**src/hw/rtl/mdeu_pkg.sv**
```systemverilog
// Package for the MIPS decode and execute unit: transaction payload types,
// opcode, function and memory access codes. No dependencies.
package mdeu_pkg;

  typedef struct packed {
    logic [31:0]        instr_word;
    logic signed [31:0] rs_value;
    logic signed [31:0] rt_value;
    logic [31:0]        pc;
  } in_t;

  typedef struct packed {
    logic signed [31:0] exec_value;
    logic               reg_write;
    logic [4:0]         write_reg;
    logic [3:0]         mem_kind;
    logic signed [31:0] store_data;
    logic               take_branch;
    logic [31:0]        branch_target;
    logic               halt;
  } out_t;

  localparam logic [5:0] OP_RTYPE = 6'd0;
  localparam logic [5:0] OP_J     = 6'd2;
  localparam logic [5:0] OP_JAL   = 6'd3;
  localparam logic [5:0] OP_BEQ   = 6'd4;
  localparam logic [5:0] OP_BNE   = 6'd5;
  localparam logic [5:0] OP_BGTZ  = 6'd7;
  localparam logic [5:0] OP_ADDI  = 6'd8;
  localparam logic [5:0] OP_ADDIU = 6'd9;
  localparam logic [5:0] OP_SLTI  = 6'd10;
  localparam logic [5:0] OP_ANDI  = 6'd12;
  localparam logic [5:0] OP_ORI   = 6'd13;
  localparam logic [5:0] OP_NORI  = 6'd14;
  localparam logic [5:0] OP_LUI   = 6'd15;
  localparam logic [5:0] OP_LB    = 6'd32;
  localparam logic [5:0] OP_LH    = 6'd33;
  localparam logic [5:0] OP_LW    = 6'd35;
  localparam logic [5:0] OP_LBU   = 6'd36;
  localparam logic [5:0] OP_LHU   = 6'd37;
  localparam logic [5:0] OP_SB    = 6'd40;
  localparam logic [5:0] OP_SH    = 6'd41;
  localparam logic [5:0] OP_SW    = 6'd43;
  localparam logic [5:0] OP_HALT  = 6'd63;

  localparam logic [5:0] FN_SLL  = 6'd0;
  localparam logic [5:0] FN_SRL  = 6'd2;
  localparam logic [5:0] FN_SRA  = 6'd3;
  localparam logic [5:0] FN_JR   = 6'd8;
  localparam logic [5:0] FN_ADD  = 6'd32;
  localparam logic [5:0] FN_ADDU = 6'd33;
  localparam logic [5:0] FN_SUB  = 6'd34;
  localparam logic [5:0] FN_AND  = 6'd36;
  localparam logic [5:0] FN_OR   = 6'd37;
  localparam logic [5:0] FN_XOR  = 6'd38;
  localparam logic [5:0] FN_NOR  = 6'd39;
  localparam logic [5:0] FN_NAND = 6'd40;
  localparam logic [5:0] FN_SLT  = 6'd42;

  localparam logic [3:0] MK_NONE = 4'd0;
  localparam logic [3:0] MK_LW   = 4'd1;
  localparam logic [3:0] MK_LH   = 4'd2;
  localparam logic [3:0] MK_LHU  = 4'd3;
  localparam logic [3:0] MK_LB   = 4'd4;
  localparam logic [3:0] MK_LBU  = 4'd5;
  localparam logic [3:0] MK_SW   = 4'd6;
  localparam logic [3:0] MK_SH   = 4'd7;
  localparam logic [3:0] MK_SB   = 4'd8;

  localparam logic [4:0] LINK_REG = 5'd31;

endpackage

```
**src/hw/rtl/mdeu_core.sv**
```systemverilog
// Combinational decode and execute of one instruction transaction.
// Depends on mdeu_pkg for payload types and instruction codes.
module mdeu_core (
  input  mdeu_pkg::in_t  op_in,
  output mdeu_pkg::out_t res_out
);
  import mdeu_pkg::*;

  logic [5:0]  opc;
  logic [5:0]  fn;
  logic [4:0]  rt;
  logic [4:0]  rd;
  logic [4:0]  sh;
  logic [15:0] imm;
  logic [31:0] zimm;
  logic [31:0] simm;
  logic [31:0] a;
  logic [31:0] b;
  logic [31:0] pc4;
  logic [31:0] btgt;
  logic [31:0] jtgt;
  logic [31:0] addr;

  assign opc  = op_in.instr_word[31:26];
  assign rt   = op_in.instr_word[20:16];
  assign rd   = op_in.instr_word[15:11];
  assign sh   = op_in.instr_word[10:6];
  assign fn   = op_in.instr_word[5:0];
  assign imm  = op_in.instr_word[15:0];
  assign zimm = {16'd0, imm};
  assign simm = {{16{imm[15]}}, imm};
  assign a    = op_in.rs_value;
  assign b    = op_in.rt_value;
  assign pc4  = op_in.pc + 32'd4;
  assign btgt = pc4 + {simm[29:0], 2'b00};
  assign jtgt = {pc4[31:28], op_in.instr_word[25:0], 2'b00};
  assign addr = a + simm;

  always_comb begin
    res_out = '0;
    case (opc)
      OP_RTYPE: begin
        res_out.reg_write = 1'b1;
        res_out.write_reg = rd;
        case (fn)
          FN_ADD, FN_ADDU: res_out.exec_value = a + b;
          FN_SUB:  res_out.exec_value = a - b;
          FN_AND:  res_out.exec_value = a & b;
          FN_OR:   res_out.exec_value = a | b;
          FN_XOR:  res_out.exec_value = a ^ b;
          FN_NOR:  res_out.exec_value = ~(a | b);
          FN_NAND: res_out.exec_value = ~(a & b);
          FN_SLT:  res_out.exec_value = {31'd0, op_in.rs_value < op_in.rt_value};
          FN_SLL:  res_out.exec_value = b << sh;
          FN_SRL:  res_out.exec_value = b >> sh;
          FN_SRA:  res_out.exec_value = op_in.rt_value >>> sh;
          FN_JR: begin
            res_out.reg_write     = 1'b0;
            res_out.write_reg     = '0;
            res_out.take_branch   = 1'b1;
            res_out.branch_target = a;
          end
          default: begin
            res_out.reg_write = 1'b0;
            res_out.write_reg = '0;
          end
        endcase
      end
      OP_ADDI, OP_ADDIU: begin
        res_out.exec_value = addr;
        res_out.reg_write  = 1'b1;
        res_out.write_reg  = rt;
      end
      OP_LW, OP_LH, OP_LHU, OP_LB, OP_LBU: begin
        res_out.exec_value = addr;
        res_out.reg_write  = 1'b1;
        res_out.write_reg  = rt;
        case (opc)
          OP_LW:   res_out.mem_kind = MK_LW;
          OP_LH:   res_out.mem_kind = MK_LH;
          OP_LHU:  res_out.mem_kind = MK_LHU;
          OP_LB:   res_out.mem_kind = MK_LB;
          default: res_out.mem_kind = MK_LBU;
        endcase
      end
      OP_SW, OP_SH, OP_SB: begin
        res_out.exec_value = addr;
        res_out.store_data = op_in.rt_value;
        case (opc)
          OP_SW:   res_out.mem_kind = MK_SW;
          OP_SH:   res_out.mem_kind = MK_SH;
          default: res_out.mem_kind = MK_SB;
        endcase
      end
      OP_LUI: begin
        res_out.exec_value = {imm, 16'd0};
        res_out.reg_write  = 1'b1;
        res_out.write_reg  = rt;
      end
      OP_ANDI: begin
        res_out.exec_value = a & zimm;
        res_out.reg_write  = 1'b1;
        res_out.write_reg  = rt;
      end
      OP_ORI: begin
        res_out.exec_value = a | zimm;
        res_out.reg_write  = 1'b1;
        res_out.write_reg  = rt;
      end
      OP_NORI: begin
        res_out.exec_value = ~(a | zimm);
        res_out.reg_write  = 1'b1;
        res_out.write_reg  = rt;
      end
      OP_SLTI: begin
        res_out.exec_value = {31'd0, op_in.rs_value < $signed(simm)};
        res_out.reg_write  = 1'b1;
        res_out.write_reg  = rt;
      end
      OP_HALT: res_out.halt = 1'b1;
      OP_BEQ: begin
        res_out.take_branch   = (a == b);
        res_out.branch_target = btgt;
      end
      OP_BNE: begin
        res_out.take_branch   = (a != b);
        res_out.branch_target = btgt;
      end
      OP_BGTZ: begin
        res_out.take_branch   = !a[31] && (a != 32'd0);
        res_out.branch_target = btgt;
      end
      OP_J: begin
        res_out.take_branch   = 1'b1;
        res_out.branch_target = jtgt;
      end
      OP_JAL: begin
        res_out.take_branch   = 1'b1;
        res_out.branch_target = jtgt;
        res_out.exec_value    = pc4;
        res_out.reg_write     = 1'b1;
        res_out.write_reg     = LINK_REG;
      end
      default: res_out = '0;
    endcase
  end

endmodule

```
**src/hw/rtl/mips_decode_execute_unit.sv**
```systemverilog
// Decode and execute unit for a MIPS32 subset with NAND and NORI. Each
// transaction carries one instruction word with its resolved rs and rt values
// and its PC, and yields one result transaction: ALU value, register write,
// memory access kind, store data, branch decision and target, and halt.
// A transaction is accepted into the input register; its result is then loaded
// into the result register through the combinational decode and execute logic
// once that register is empty or out_stall is low; one transaction is
// accepted every cycle while out_stall is low. Unknown opcodes and functions
// give an all-zero result.
// Depends on mdeu_pkg and mdeu_core.
module mips_decode_execute_unit (
  input  logic            clk,
  input  logic            rst_n,
  input  logic            in_valid,
  output logic            in_stall,
  input  mdeu_pkg::in_t   in_data,
  output logic            out_valid,
  input  logic            out_stall,
  output mdeu_pkg::out_t  out_data
);
  import mdeu_pkg::*;

  logic  s1_valid_r;
  logic  s1_valid_nxt;
  in_t   s1_data_r;
  logic  out_valid_r;
  logic  out_valid_nxt;
  out_t  out_data_r;
  out_t  core_res;
  logic  s1_adv;

  assign s1_adv   = !out_valid_r || !out_stall;
  assign in_stall = s1_valid_r && !s1_adv;

  always_comb begin
    s1_valid_nxt  = in_stall ? s1_valid_r : in_valid;
    out_valid_nxt = s1_adv ? s1_valid_r : out_valid_r;
  end

  mdeu_core u_core (
    .op_in   (s1_data_r),
    .res_out (core_res)
  );

  always_ff @(posedge clk) begin
    if (!rst_n) begin
      s1_valid_r  <= 1'b0;
      out_valid_r <= 1'b0;
    end else begin
      s1_valid_r  <= s1_valid_nxt;
      out_valid_r <= out_valid_nxt;
    end
  end

  always_ff @(posedge clk) begin
    if (!in_stall) begin
      s1_data_r <= in_data;
    end
    if (s1_adv) begin
      out_data_r <= core_res;
    end
  end

  assign out_valid = out_valid_r;
  assign out_data  = out_data_r;

  a_accept_fills_s1: assert property (@(posedge clk) disable iff (!rst_n)
    (in_valid && !in_stall) |=> s1_valid_r)
    else $error("accepted transaction not held in input register");

  a_s1_reaches_out: assert property (@(posedge clk) disable iff (!rst_n)
    (s1_valid_r && s1_adv) |=> out_valid_r)
    else $error("advancing transaction lost before result register");

  a_no_write_no_dest: assert property (@(posedge clk) disable iff (!rst_n)
    (out_valid_r && !out_data_r.reg_write) |-> (out_data_r.write_reg == 5'd0))
    else $error("destination given without register write");

  a_halt_quiet: assert property (@(posedge clk) disable iff (!rst_n)
    (out_valid_r && out_data_r.halt) |->
      (!out_data_r.reg_write && out_data_r.mem_kind == MK_NONE &&
       !out_data_r.take_branch))
    else $error("halt result carries side effects");

endmodule
```
**config.mk**
```make
export PLATFORM = sky130hd
export DESIGN_NAME = mips_decode_execute_unit
export DESIGN_NICKNAME = d
export VERILOG_FILES = /design/src/hw/rtl/mdeu_pkg.sv /design/src/hw/rtl/mdeu_core.sv /design/src/hw/rtl/mips_decode_execute_unit.sv
export SDC_FILE = /design/constraint.sdc
export NUM_CORES = 1
export LEC_CHECK = 0
export ABC_AREA = 1
export BUFFER_PORTS_ARGS = -buffer_cell sky130_fd_sc_hd__buf_2
export CAP_MARGIN = 40
export CORE_MARGIN = 4
export CORE_UTILIZATION = 50
export DETAILED_ROUTE_END_ITERATION = 8
export PLACE_DENSITY = 0.75
export SYNTH_ARGS = -nofsm -noshare
export SYNTH_HDL_FRONTEND = slang
export SYNTH_SLANG_ARGS = --single-unit
```
**constraint.sdc**
```tcl
create_clock -name clk -period 13.4 [get_ports clk]
set_input_delay 0.67 -clock clk [delete_from_list [all_inputs] [get_ports clk]]
set_output_delay 0.67 -clock clk [all_outputs]
set_load 0.005 [all_outputs]
```
==> results_dict.tcl <==
set metrics [dict create \
    status "completed" \
    synth_warnings 0 \
    nets 4419 \
    dp.final_hpwl_mm 92.6 \
    gp_congestion 1.14 \
    path_max_fanout 5 \
    post-cts-setup-buffer-count 0 \
    yosys.cell_types.count 53 \
    worstSetupPathType "reg -> reg" \
    die_w_um 233 \
    cp-end-kind "register" \
    ys_ff_latch 238 \
    hold_buffers 0 \
    drive_gt1_frac 0.0931 \
    fin_crit_ps 4000 \
    pre_cts_ws_ps 9570 \
    fin_setup_tns_ps 0 \
    timing.final.hold_violations 0 \
    die_area_sq_um 54300 \
    clkSinkCount 238 \
    synth_edf_count 236 \
    postCtsResizedCells 0 \
    cp_top_family "simple AND/OR/NAND/NOR gates" \
    drc_errors 0 \
    finalSetupViolations 0 \
    dr.pass1.iters 8 \
    ir_worst_vdd_mv 0.108 \
    critPathMaxStageDelay_ps 460 \
    cellPowerDensity_nw_per_um2 90.4 \
    wl_per_cell_um 24.4 \
    grt_pass1_vias 25900 \
    rsz0062_at_grt "false" \
    ff2ff_path_depth 17 \
    path_depth 17 \
    synthCells 3887 \
    rows 82 \
    antenna_found_initial 3 \
    grt_remaining_overflow 0 \
    clk_latency_ps 590 \
    async_flop_share 0 \
    cp-start-kind "register" \
    layout_setup_ws_ps 9400 \
    synth_top_cell_by_area "edfxtp_1" \
    critPathArrivalTime_ps 4330 \
    vias 29300 \
    core-area_sq_um 50100 \
    htreeDepth 1 \
    synth_area_leaders "edfxtp_1 28%, nand2_1 17%, ha_1 10%, nand3_1 10%, inv_1 7.2%" \
    relSlewSlack 0.379 \
    cts_buffer_depth 3 \
    fmax_mhz 250 \
    yosysMostFrequentCell "nand2_1" \
    fin_crit_sh 0.298 \
    n_fill_cell 5145 \
    grt_pass1_wl_mm 167 \
    ys.flop_type "edfxtp_1" \
    drv_slew 0 \
    hp-class "in -> reg" \
    worstHoldPathCells 1 \
    cp_common_cell "nand2_1" \
    path_cells "ha_1 > nand2_1 > nor2_1 > nand2_1 > nor2_1 > xnor2_1 > inv_1 > ha_1 > nand2_1 > inv_1 > a21boi_0 > nand2_1 > a21oi_1 > o21ai_0 > or2_2 > nand3_1 > nand2_1" \
    cp.buffers_inverters 2 \
    synth-seq-area-share 0.282 \
    drv_cap 0 \
    cts_tree "built" \
    syn_area_per_cell_sq_um 6.51 \
    synth_area_sq_um 25300 \
    cts_root_buffer "clkbuf_16" \
    die_h_um 233 \
    routed_wl_mm 116 \
    via_per_inst 6.14 \
    syn_nets 4232 \
    yosysTopAreaCellShare 0.280 \
    finClkSkew_ps 19.3 \
    cp_slowest_cell "xnor2_1" \
    worstMarginPinSlew_ps 929 \
    worstPathRequired_ps 13730 \
    ant_nets 0 \
    grt_max_degree 78 \
    start_util 0.506 \
    leakage_nw 14.2 \
    drt_iter0_markers 5069 \
    grt_usage 0.412 \
    syn_to_final_growth_pct 10.9 \
    cts_made_buffers 25 \
    synth_common_cells "1168 x nand2_1, 506 x nand3_1, 484 x inv_1" \
    clkSlewWorstSetupHoldPaths_ps 70 \
    io_buffer_count 241 \
    ios 242 \
]
==> where the power goes <==
| part | leakage [nW] | internal (mW) | switching, mW |
|---|---|---|---|
| clock network | 0.446 | 0.461 | 0.325 |
| logic | 11.1 | 0.241 | 0.587 |
| registers | 2.64 | 0.872 | 0.0529 |
==> per-layer routing <==
| metal | vias to the layer above | global-route usage | part of all wire |
|---|---|---|---|
| met1 | 13400 | 0.583 | 0.39 |
| met5 | - | 0 | 0.0013 |
| li1 | 13300 | - | - |
| met2 | 2179 | 0.572 | 0.39 |
| met3 | 322 | 0.143 | 0.16 |
| met4 | 6 | 0.163 | 0.055 |
==> sequential cells by signal, indices dropped and copies added (netlist names) <==
signal      count
s1_data_r     128
out_data      108
s1_valid_r      1
out_valid       1
==> final timing paths <==
kind	slack, ps	to	startpoint
worst max-delay path	9400	out_data[19]$_DFFE_PP_	s1_data_r[2]$_DFFE_PN_
worst min-delay path	260	s1_data_r[82]$_DFFE_PN_	in_data[82]
worst max register to register	9400	out_data[19]$_DFFE_PP_	s1_data_r[2]$_DFFE_PN_
worst min register to register	470	out_valid$_SDFFE_PN0P_	s1_valid_r$_SDFFE_PN0N_
==> stage by stage <==
| stage | std cells | total power [mW] | hold slack [ps] | instance area, sq um | util |
|---|---|---|---|---|---|
| finish | 4766 | 2.54 | 261 | 28100 | 0.561 |
| global route | 4765 | 2.64 | 257 | 28100 | 0.561 |
| CTS | 4765 | 2.50 | 252 | 28100 | 0.561 |
| detailed placement | 4719 | 1.72 | 461 | 27200 | 0.543 |
| global placement | 4714 | 1.72 | 451 | 27100 | 0.541 |
| floorplan | 3887 | 1.42 | 444 | 25300 | - |
==> kinds of logic after synthesis <==
logic type | count (synthesis) | synth area share
compound gates | 526 | 0.122
simple gates | 2253 | 0.380
mux | 3 | 0.00119
buf+inv | 619 | 0.0958
flops | 238 | 0.282
xor+xnor | 35 | 0.0127
fa+ha+maj | 213 | 0.106
==> cell type report <==
type	count	area [sq um]	share of cell area
Inverter	500	1880	0.0670
Clock buffer	26	629	0.0224
Clock inverter	20	274	0.00976
Sequential cell	238	7130	0.254
Tap cell	672	841	0.0299
Timing Repair Buffer	279	1550	0.0551
Multi-Input combinational cell	3030	15800	0.562
Antenna cell	1	2.50	0.0000891
==> placed cells by master, fill, tap and decap left out, types with 5 or more instances in the layout <==
| cell | instances |
|---|---|
| nor2_2 | 10 |
| a211oi_1 | 5 |
| xor2_1 | 22 |
| nand2_1 | 1167 |
| nor2_1 | 376 |
| o22ai_1 | 20 |
| buf_2 | 241 |
| nand4_1 | 59 |
| o21ai_0 | 172 |
| o211ai_1 | 40 |
| a22oi_1 | 18 |
| buf_4 | 34 |
| bufinv_16 | 6 |
| or2_2 | 13 |
| a21boi_0 | 6 |
| inv_1 | 483 |
| a221oi_1 | 21 |
| a21o_1 | 11 |
| nor3_1 | 58 |
| and2_1 | 14 |
| clkinv_2 | 6 |
| nand3b_1 | 13 |
| clkbuf_16 | 25 |
| nor2_4 | 7 |
| o21bai_1 | 23 |
| edfxtp_1 | 236 |
| o21ai_1 | 6 |
| inv_2 | 14 |
| nor4_1 | 11 |
| ha_1 | 209 |
| o21a_1 | 5 |
| o2111ai_1 | 5 |
| o221ai_1 | 13 |
| nand3_1 | 506 |
| xnor2_1 | 12 |
| a21oi_1 | 174 |
==> worst reg2reg max path, delay by kind of cell (launching register included) <==
| kind | cells | cell delay [ps] |
|---|---|---|
| simple gates | 9 | 1160 |
| compound gates | 3 | 920 |
| fa+ha+maj | 2 | 600 |
| xor+xnor | 1 | 470 |
| flops | 1 | 450 |
| buf+inv | 2 | 160 |
Power figures use the tool's default switching activity.
